File: config.mk
export PLATFORM = sky130hd
export DESIGN_NAME = skht_ram
export DESIGN_NICKNAME = d
export VERILOG_FILES = /design/src/rtl/skht_ram.sv
export SDC_FILE = /design/constraint.sdc
export NUM_CORES = 1
export LEC_CHECK = 0
export BUFFER_PORTS_ARGS = -buffer_cell sky130_fd_sc_hd__buf_2
export CORE_MARGIN = 2
export CORE_UTILIZATION = 45
export DETAILED_ROUTE_END_ITERATION = 7
export SYNTH_ARGS = -nofsm -noshare
export SYNTH_HDL_FRONTEND = slang
export SYNTH_SLANG_ARGS = --single-unit
File: constraint.sdc
create_clock -name clk -period 7.6 [get_ports clk]
set_input_delay 0.76 -clock clk [delete_from_list [all_inputs] [get_ports clk]]
set_output_delay 0.76 -clock clk [all_outputs]
set_load 0.01 [all_outputs]
File: src/rtl/skht_ram.sv
// generic single write port, single read port ram with registered read
module skht_ram #(
    parameter int WIDTH = 8,
    parameter int DEPTH = 128,
    parameter int AW    = (DEPTH > 1) ? $clog2(DEPTH) : 1
) (
    input  logic             clk,
    input  logic             we,
    input  logic [AW-1:0]    waddr,
    input  logic [WIDTH-1:0] wdata,
    input  logic [AW-1:0]    raddr,
    output logic [WIDTH-1:0] rdata
);

    logic [WIDTH-1:0] mem [DEPTH];

    always_ff @(posedge clk)
    begin
        if (we)
        begin
            mem[waddr] <= wdata;
        end
        rdata <= mem[raddr];
    end

endmodule

==> results of run 1 <==
-- flip-flops by register name (all words and copies together) (netlist names) --
signal,count
mem,1024
rdata,8
-- cells in the mapped netlist --
library cell / number
edfxtp_1: 1024
mux4_2: 336
nor2_1: 122
clkbuf_1: 44
buf_1: 18
buf_2: 15
nand2_1: 14
nand3_1: 12
buf_4: 11
nor3_1: 9
dfxtp_1: 8
mux2_2: 8
nor2b_1: 7
nand4_1: 3
nand2b_1: 2
buf_6: 1
or3_1: 1
-- kinds of logic after synthesis --
| logic type | count (synthesis) | share of synthesized area, % |
|---|---|---|
| buffers and inverters | 89 | 1.013 |
| DFF | 1032 | 77.93 |
| muxes | 344 | 19.30 |
| and+or+nand+nor | 170 | 1.757 |
-- per-layer routing --
metal  share of wire (%)  wire length (um)  vias up
li1                    -                 -     7205
met1                  41             36600     9509
met2                  50             44720      668
met3                 7.0              6238      135
met4                 2.4              2116        6
met5               0.033                30        -
-- power by group through the flow --
| stage | registers (W) | logic [W] | clock network (W) |
|---|---|---|---|
| after floorplan | 0.00642 | 0.000318 | 0 |
| after global placement | 0.00642 | 0.000563 | 0 |
| after detailed placement | 0.00642 | 0.000570 | 0 |
| after CTS | 0.00630 | 0.000571 | 0.00514 |
| after global routing | 0.00630 | 0.000595 | 0.00536 |
| final | 0.00630 | 0.000561 | 0.00505 |
-- path summary, 6_finish.rpt --
| check | startpoint | to | slack, ns |
|---|---|---|---|
| hold reg to reg | mem[125][1]$_DFFE_PP_ | rdata[1]$_DFF_P_ | 1.16 |
| setup / recovery | raddr[0] | rdata[1]$_DFF_P_ | 3.88 |
| setup reg to reg | mem[53][6]$_DFFE_PP_ | rdata[6]$_DFF_P_ | 5.08 |
| hold / removal | wdata[2] | mem[118][2]$_DFFE_PP_ | 0.54 |
-- metrics by stage --
stage / setup slack (ns) / instance area (um2) / power (W)
2_1_floorplan: 4.336 / 39670 / 0.006734
3_3_place_gp: 3.134 / 41270 / 0.006986
3_5_place_dp: 3.137 / 41270 / 0.006994
4_1_cts: 3.830 / 44650 / 0.01201
5_1_grt: 3.691 / 44650 / 0.01225
6_report: 3.876 / 44660 / 0.01192
-- layout make-up --
type / count / area [um2]
Fill cell: 6686 / 42370
Sequential cell: 1032 / 30910
Multi-Input combinational cell: 514 / 8384
Clock buffer: 132 / 2771
Timing Repair Buffer: 70 / 530.5
Antenna cell: 1 / 2.502
Tap cell: 1155 / 1445
Clock inverter: 62 / 611.8
==> results.json, run 1 <==
{
  "cp-start-kind": "primary input",
  "min_path_cells": 1,
  "layout_commonest_cell": "edfxtp_1",
  "fp-row-count": 108,
  "rsz0062_at_grt": "false",
  "outcome": "completed",
  "crit_type": "primary input to register",
  "post_cts_resized": 0,
  "hold_viol": 0,
  "clock_latency_ns": 0.67,
  "cp_max_fo": 70,
  "grt_pass1_wl_mm": 129.8,
  "met3_usage_pct": 3.672,
  "most-common-layout-cells": "edfxtp_1, mux4_2, nor2_1, clkbuf_16, buf_4",
  "io_pins": 32,
  "synth_top_cell_area_share_pct": 77.52,
  "layout_min_cycle_time_ns": 3.724,
  "drive_gt1_share_pct": 31.38,
  "setup_viol": 0,
  "drt-pass1-iter-count": 5,
  "synth_nets": 1659,
  "worstPathCellList": "buf_8 > buf_4 > mux4_2 > mux4_2 > mux4_2 > mux2_2",
  "fp.coreArea_um2": 87020,
  "cts_max_level": 3,
  "use_met1_pct": 28.17,
  "hp-class": "primary input to register",
  "synth_cell_types": 17,
  "via_per_inst": 5.908,
  "crit_path_end_kind": "register",
  "grt.overflow.total": 0,
  "placedCellCount": 2771,
  "p_int_w": 0.009467,
  "final_cells": 2966,
  "power_frac_seq_pct": 52.9,
  "io_buffers": 31,
  "grt_usage_pct": 20.25,
  "syn_to_final_growth_pct": 12.58,
  "layout.nets": 1747,
  "power.share.combinational_pct": 4.7,
  "p_leak_nw": 13.59,
  "fin_tns_setup_ns": 0,
  "crit_top_cell": "mux4_2",
  "switching_power_w": 0.002451,
  "ys_warn_count": 0,
  "hold_slack_ns": 0.5350,
  "synth_top_area_cell": "edfxtp_1",
  "cp.depth": 6,
  "cellPowerDensity_nw_per_um2": 266.9,
  "clock-root-buffer": "clkbuf_16",
  "initial_core_util_pct": 45.58,
  "critical_path.max_stage_delay_ns": 0.81,
  "tightest_slew_ns": 1.257,
  "drtIter0Drc": 1992,
  "clkTransAtPathRegs_ns": 0.06,
  "clockBufferDepth": 3,
  "postCtsSetupRepairBufs": 0,
  "cp.arrival_ns": 4.26,
  "synth.ff_latch_count": 1032,
  "cts_hold_buf": 0,
  "drtAntennaViolNets": 0,
  "yosys-top-cells-area": "edfxtp_1, mux4_2, nor2_1, clkbuf_1, dfxtp_1",
  "routed_wirelength_mm": 89.71,
  "synth_area_um2": 39670,
  "max-cap-violations": 0,
  "crit_family": "multiplexers",
  "ir_drop_mv": 0.2284,
  "top_usage_layer": "met2",
  "power_frac_clock_pct": 42.4,
  "cts_num_sinks": 1032,
  "die_h_um": 300.9,
  "wl_per_cell_um": 30.25,
  "drc_errors": 0,
  "synthCells": 1635,
  "fin_worst_skew_ns": 0.02166,
  "vias": 17520,
  "r2r_cells": 4,
  "yosysSeqAreaShare_pct": 77.93,
  "crit_required_ns": 8.14,
  "p_sw_share_pct": 20.57,
  "grt_pass1_vias": 18150,
  "cts_tree": "yes",
  "crit_slowest_cell": "buf_4",
  "antenna_found_initial": 8,
  "synth.avg_cell_area_um2": 24.26,
  "grt_max_degree": 108,
  "fmaxAchievable_mhz": 268.6,
  "slew_violations": 0,
  "cts_buffers": 105,
  "relSlewSlack_pct": 15.93,
  "critPathBufInv": 2,
  "grtUsageMet2_pct": 33.21,
  "hpwl_mm": 53.12,
  "post-route-period-util_pct": 48.99,
  "finalWeightedCongestion": 0.7617,
  "die_x_um": 300.9,
  "fp.dieArea_um2": 90540,
  "finish.utilization_pct": 51.31
}
Note: power is estimated with default switching activity, not from simulation.
==> inputs of run 2 (changes only) <==
==> constraint.sdc (replaced) <==
create_clock -name clk -period 3.4 [get_ports clk]
set_input_delay 0.34 -clock clk [delete_from_list [all_inputs] [get_ports clk]]
set_output_delay 0.34 -clock clk [all_outputs]
set_load 0.01 [all_outputs]
==> run 2 against run 1 <==
Flip-flop and latch count unchanged. Cell area increased by 2.2%. First-iteration DRC count increased by 8.2%. Combinational power increased by 140%. Critical path depth increased by 1. Critical endpoint is now rdata[3]$_DFF_P_. Largest cell class unchanged.
==> results.json, run 2 (synthesis results as in run 1) <==
{
  "fp-row-count": 108,
  "wl_met1_mm": 37.93,
  "hp-class": "primary input to register",
  "fin_worst_skew_ns": 0.02684,
  "cp.depth": 7,
  "crit_slowest_cell": "mux4_2",
  "fin_tns_setup_ns": 0,
  "r2r_cells": 4,
  "grt.overflow.total": 0,
  "grt_usage_pct": 20.42,
  "max-cap-violations": 0,
  "crit_path_end_kind": "register",
  "finish.utilization_pct": 52.43,
  "layout_commonest_cell": "edfxtp_1",
  "cp-start-kind": "primary input",
  "post-route-period-util_pct": 71.40,
  "hold_slack_ns": 0.1691,
  "tightest_slew_ns": 1.223,
  "antenna_found_initial": 10,
  "p_leak_nw": 14.22,
  "post-place-ws_ns": 0.3151,
  "crit_type": "primary input to register",
  "clockBufferDepth": 3,
  "rsz0062_at_grt": "false",
  "worstPathCellList": "buf_8 > buf_12 > buf_12 > mux4_2 > mux4_2 > mux4_2 > mux2_2",
  "post_cts_resized": 0,
  "drc_errors": 0,
  "cp.arrival_ns": 2.97,
  "fp.coreArea_um2": 87020,
  "cellPowerDensity_nw_per_um2": 578.4,
  "vias": 17910,
  "post_dp_cell_area_um2": 42350,
  "die_h_um": 300.9,
  "layout.nets": 1863,
  "critical_path.max_stage_delay_ns": 0.55,
  "min_path_cells": 2,
  "crit_top_cell": "mux4_2",
  "fp.dieArea_um2": 90540,
  "postCtsSetupRepairBufs": 0,
  "cts_num_sinks": 1032,
  "relSlewSlack_pct": 18.48,
  "highest_layer": "met5",
  "layout_min_cycle_time_ns": 2.427,
  "die_x_um": 300.9,
  "cp_max_fo": 25,
  "drt-pass1-iter-count": 6,
  "cts_buffers": 100,
  "io_pins": 32,
  "wl_met2_mm": 42.60,
  "setup_slack_ns": 0.9725,
  "wl_per_cell_um": 29.21,
  "fmaxAchievable_mhz": 412.0,
  "initial_core_util_pct": 45.58,
  "clkTransAtPathRegs_ns": 0.06,
  "hpwl_mm": 57.10,
  "hold_viol": 0,
  "syn_to_final_growth_pct": 15.02,
  "critPathBufInv": 3,
  "grt_pass1_wl_mm": 131.6,
  "grt_max_degree": 112,
  "largest_reg_flops": 1024,
  "reg.largest.list": "mem (1024), rdata (8)",
  "ir_drop_mv": 0.4806,
  "clock_latency_ns": 0.65,
  "via_per_inst": 5.814,
  "most-common-layout-cells": "edfxtp_1, mux4_2, buf_4, nor2_1, clkbuf_16",
  "cts_max_level": 3,
  "finalWeightedCongestion": 0.8053,
  "drtIter0Drc": 2155,
  "drtAntennaViolNets": 0,
  "setup_viol": 0,
  "crit_required_ns": 3.94,
  "routed_wirelength_mm": 89.96,
  "crit_family": "multiplexers",
  "outcome": "completed",
  "io_buffers": 31,
  "drive_gt1_share_pct": 35.19,
  "fin_area_um2": 45630,
  "clock-root-buffer": "clkbuf_16",
  "max_flop_register": "mem",
  "cts_tree": "yes",
  "met3WireLength_mm": 6.919,
  "grt_pass1_vias": 18580,
  "slew_violations": 0,
  "cts_hold_buf": 0
}
## run 2: cell count changes in the layout (fill, tap and decap cells not counted), sizes merged
cell / previous run / this run
buf: 70 / 191
clkinv: 45 / 40
clkbuf: 132 / 129
bufinv: 11 / 9
clkinvlp: 3 / 5
inv: 3 / 4
## run 2: cell type report
cell class,count,area [um2]
multi-input cells,514,8354
fillers,6705,41400
clock inverters,58,549.3
flip-flops and latches,1032,30910
well taps,1155,1445
repair buffers,191,1639
diodes,1,2.502
clock buffers,129,2725
## run 2: final timing paths
check                                           from                to  slack [ns]
worst min-delay path                        raddr[5]  rdata[5]$_DFF_P_        0.17
worst max-delay path                        raddr[0]  rdata[3]$_DFF_P_        0.97
worst min register to register  mem[49][5]$_DFFE_PP_  rdata[5]$_DFF_P_        1.14
worst max register to register  mem[93][5]$_DFFE_PP_  rdata[5]$_DFF_P_        0.98
## run 2: metrics by stage
stage / total power [W] / instances
CTS: 0.02662 / 3079
global route: 0.02716 / 3080
global placement: 0.01568 / 2892
detailed placement: 0.01571 / 2892
floorplan: 0.01505 / 1635
finish: 0.02639 / 3080
## run 2: where the power goes
part	internal [W]	total (W)	leakage, nW	switching, W
Clock	0.00635	0.0110	1.59	0.00463
Sequential	0.0141	0.0141	9.27	0.0000346
Combinational	0.000561	0.00133	3.36	0.000770
## run 2: per-layer routing
| layer | GRT usage [%] | vias to the layer above |
|---|---|---|
| li1 | - | 7436 |
| met1 | 29.54 | 9691 |
| met2 | 31.35 | 643 |
| met3 | 4.459 | 124 |
| met4 | 6.432 | 14 |
| met5 | 0 | - |
==> inputs of run 3 (changes only) <==
--- a/config.mk
+++ b/config.mk
@@ -5,6 +5,7 @@
 export SDC_FILE = /design/constraint.sdc
 export NUM_CORES = 1
 export LEC_CHECK = 0
+export ABC_AREA = 1
 export BUFFER_PORTS_ARGS = -buffer_cell sky130_fd_sc_hd__buf_2
 export CORE_MARGIN = 2
 export CORE_UTILIZATION = 45
==> constraint.sdc (replaced) <==
create_clock -name clk -period 2.1 [get_ports clk]
set_input_delay 0.21 -clock clk [delete_from_list [all_inputs] [get_ports clk]]
set_output_delay 0.21 -clock clk [all_outputs]
set_load 0.01 [all_outputs]
==> run 3 against run 2 <==
Register-to-register slack got worse by 0.51 ns. Sequential power grew 62%. Sequential share of layout area is 4.5 points lower. Critical path type is now register to register.
==> results.json, run 3 <==
{
  "syn_to_final_growth_pct": 16.13,
  "drtAntennaViolNets": 0,
  "synthFlopType": "edfxtp_1",
  "most-common-layout-cells": "nand2_1, edfxtp_1, nand3_1, buf_4, nor2_1",
  "io_buffers": 31,
  "cp-start-kind": "register",
  "grt_pass1_wl_mm": 172.3,
  "post_dp_cell_area_um2": 45560,
  "max_flop_register": "mem",
  "clkTransAtPathRegs_ns": 0.07,
  "placedCellCount": 4914,
  "fp.coreArea_um2": 93050,
  "die_x_um": 309.9,
  "reg.largest.list": "mem (1024), rdata (8)",
  "synth_area_um2": 42100,
  "crit_path_end_kind": "register",
  "slew_violations": 0,
  "crit_required_ns": 2.68,
  "synthCells": 3575,
  "cts_hold_buf": 6,
  "via_per_inst": 5.452,
  "cellPowerDensity_nw_per_um2": 891.9,
  "layout_min_cycle_time_ns": 1.626,
  "drive_gt1_share_pct": 12.01,
  "layout.nets": 3797,
  "cts_tree": "yes",
  "antenna_found_initial": 3,
  "final_cells": 5118,
  "io_pins": 32,
  "finalWeightedCongestion": 0.8654,
  "clock_latency_ns": 0.69,
  "cts_num_sinks": 1032,
  "fp.dieArea_um2": 96030,
  "synth_nets": 3599,
  "max-cap-violations": 0,
  "hpwl_mm": 70.13,
  "synth.ff_latch_count": 1032,
  "grt.overflow.total": 0,
  "layout_commonest_cell": "nand2_1",
  "post-route-period-util_pct": 77.41,
  "synth.avg_cell_area_um2": 11.78,
  "cts_max_level": 3,
  "rsz0062_at_grt": "false",
  "crit_type": "register to register",
  "largest_reg_flops": 1024,
  "clockBufferDepth": 3,
  "fp-row-count": 112,
  "yosys-top-cells-area": "edfxtp_1, nand3_1, nand2_1, buf_2, nor2_1",
  "postCtsSetupRepairBufs": 0,
  "clock-root-buffer": "clkbuf_16",
  "fmaxAchievable_mhz": 615.2,
  "synth_top_area_cell": "edfxtp_1",
  "hp-class": "primary input to register",
  "synthArstFlopShare_pct": 0,
  "tightest_slew_ns": 0.5994,
  "cp_max_fo": 1,
  "ys_warn_count": 0,
  "ir_drop_mv": 0.7067,
  "grt_max_degree": 76,
  "drtIter0Drc": 3146,
  "yosysSeqAreaShare_pct": 73.41,
  "grt_usage_pct": 24.03,
  "synth.most_common_cell": "nand2_1",
  "cp.arrival_ns": 2.20,
  "fin_area_um2": 48900,
  "synth-edff-count": 1024,
  "vias": 27900,
  "fin_worst_skew_ns": 0.02271,
  "drc_errors": 0,
  "cts_buffers": 105,
  "outcome": "completed",
  "p_leak_nw": 17.71,
  "wl_per_cell_um": 22.23,
  "hold_viol": 0,
  "routed_wirelength_mm": 113.8,
  "setup_viol": 0,
  "diodes": 0,
  "ys_top_cells_by_count": "nand2_1, edfxtp_1, nand3_1, nor2_1, buf_2",
  "synth_cell_types": 14,
  "drt-pass1-iter-count": 5,
  "die_h_um": 309.9,
  "hold_slack_ns": 0.03307,
  "post_cts_resized": 0,
  "synth_top_cell_area_share_pct": 73.03,
  "relSlewSlack_pct": 60.04,
  "initial_core_util_pct": 45.25,
  "grt_pass1_vias": 27390
}
-- run 3: cell types whose count changed after synthesis, sizes merged --
cell,change
nor3,-1
nand3,+919
mux4,-336
nor2b,-7
or3,-1
nand2,+1201
nand2b,-2
inv,+24
nand4,-3
clkbuf,-10
buf,+152
mux2,-8
nor2,+12
-- run 3: layout make-up --
type | instances | area, um2
fillers | 8009 | 44150
flip-flops and latches | 1032 | 30910
multi-input cells | 2288 | 9763
repair buffers | 322 | 3259
clock buffers | 135 | 2761
well taps | 1254 | 1569
clock inverters | 63 | 516.7
inverters | 24 | 116.4
-- run 3: kinds of logic (layout without fill, tap and decap cells) --
logic type,count (synthesis),in the layout,share of synthesized area (%)
and+or+nand+nor,2288,2288,23.19
buffers and inverters,255,544,3.400
DFF,1032,1032,73.41
-- run 3: routing by layer --
metal / part of all wire [%] / GRT usage [%] / wire [um] / vias up
met5: 0.035 / 0 / 40 / -
met4: 2.0 / 6.314 / 2281 / 6
met3: 7.4 / 4.454 / 8465 / 159
met2: 48 / 38.94 / 54160 / 979
met1: 43 / 33.49 / 48840 / 13770
li1: - / - / - / 12990
-- run 3: power by group --
group          internal, W  switching, W  total, W
Sequential          0.0227     0.0000451    0.0228
Clock              0.00996       0.00790    0.0179
Combinational     0.000885       0.00208   0.00297
-- run 3: worst paths after layout --
kind              slack [ns]            startpoint              endpoint  cells after the start
setup / recovery        0.47   mem[9][4]$_DFFE_PP_      rdata[4]$_DFF_P_                     10
hold / removal          0.03              wdata[3]  mem[67][3]$_DFFE_PP_                      1
setup reg to reg        0.47   mem[9][4]$_DFFE_PP_      rdata[4]$_DFF_P_                     10
hold reg to reg         0.93  mem[84][4]$_DFFE_PP_      rdata[4]$_DFF_P_                     10
-- run 3: worst max-delay path, cell delays in order, from the launching register on --
cell and delay [ns]:
edfxtp_1 0.37, nand2_1 0.08, nand3_1 0.09, nand3_1 0.17, nand3_1 0.11, nand2_1 0.16
nand2_1 0.08, nand3_1 0.14, nand2_1 0.09, nand2_1 0.15, nand2_1 0.07
-- run 3: per-stage QoR --
step / worst slack, ns / setup TNS (ns) / utilization [%] / total power (W)
after floorplan: 0.5342 / 0 / - / 0.02470
after global placement: -0.03889 / -0.03889 / 48.96 / 0.02615
after detailed placement: -0.02124 / -0.02124 / 48.96 / 0.02617
after CTS: 0.4684 / 0 / 52.55 / 0.04386
after global routing: 0.3742 / 0 / 52.55 / 0.04485
final: 0.4744 / 0 / 52.55 / 0.04361
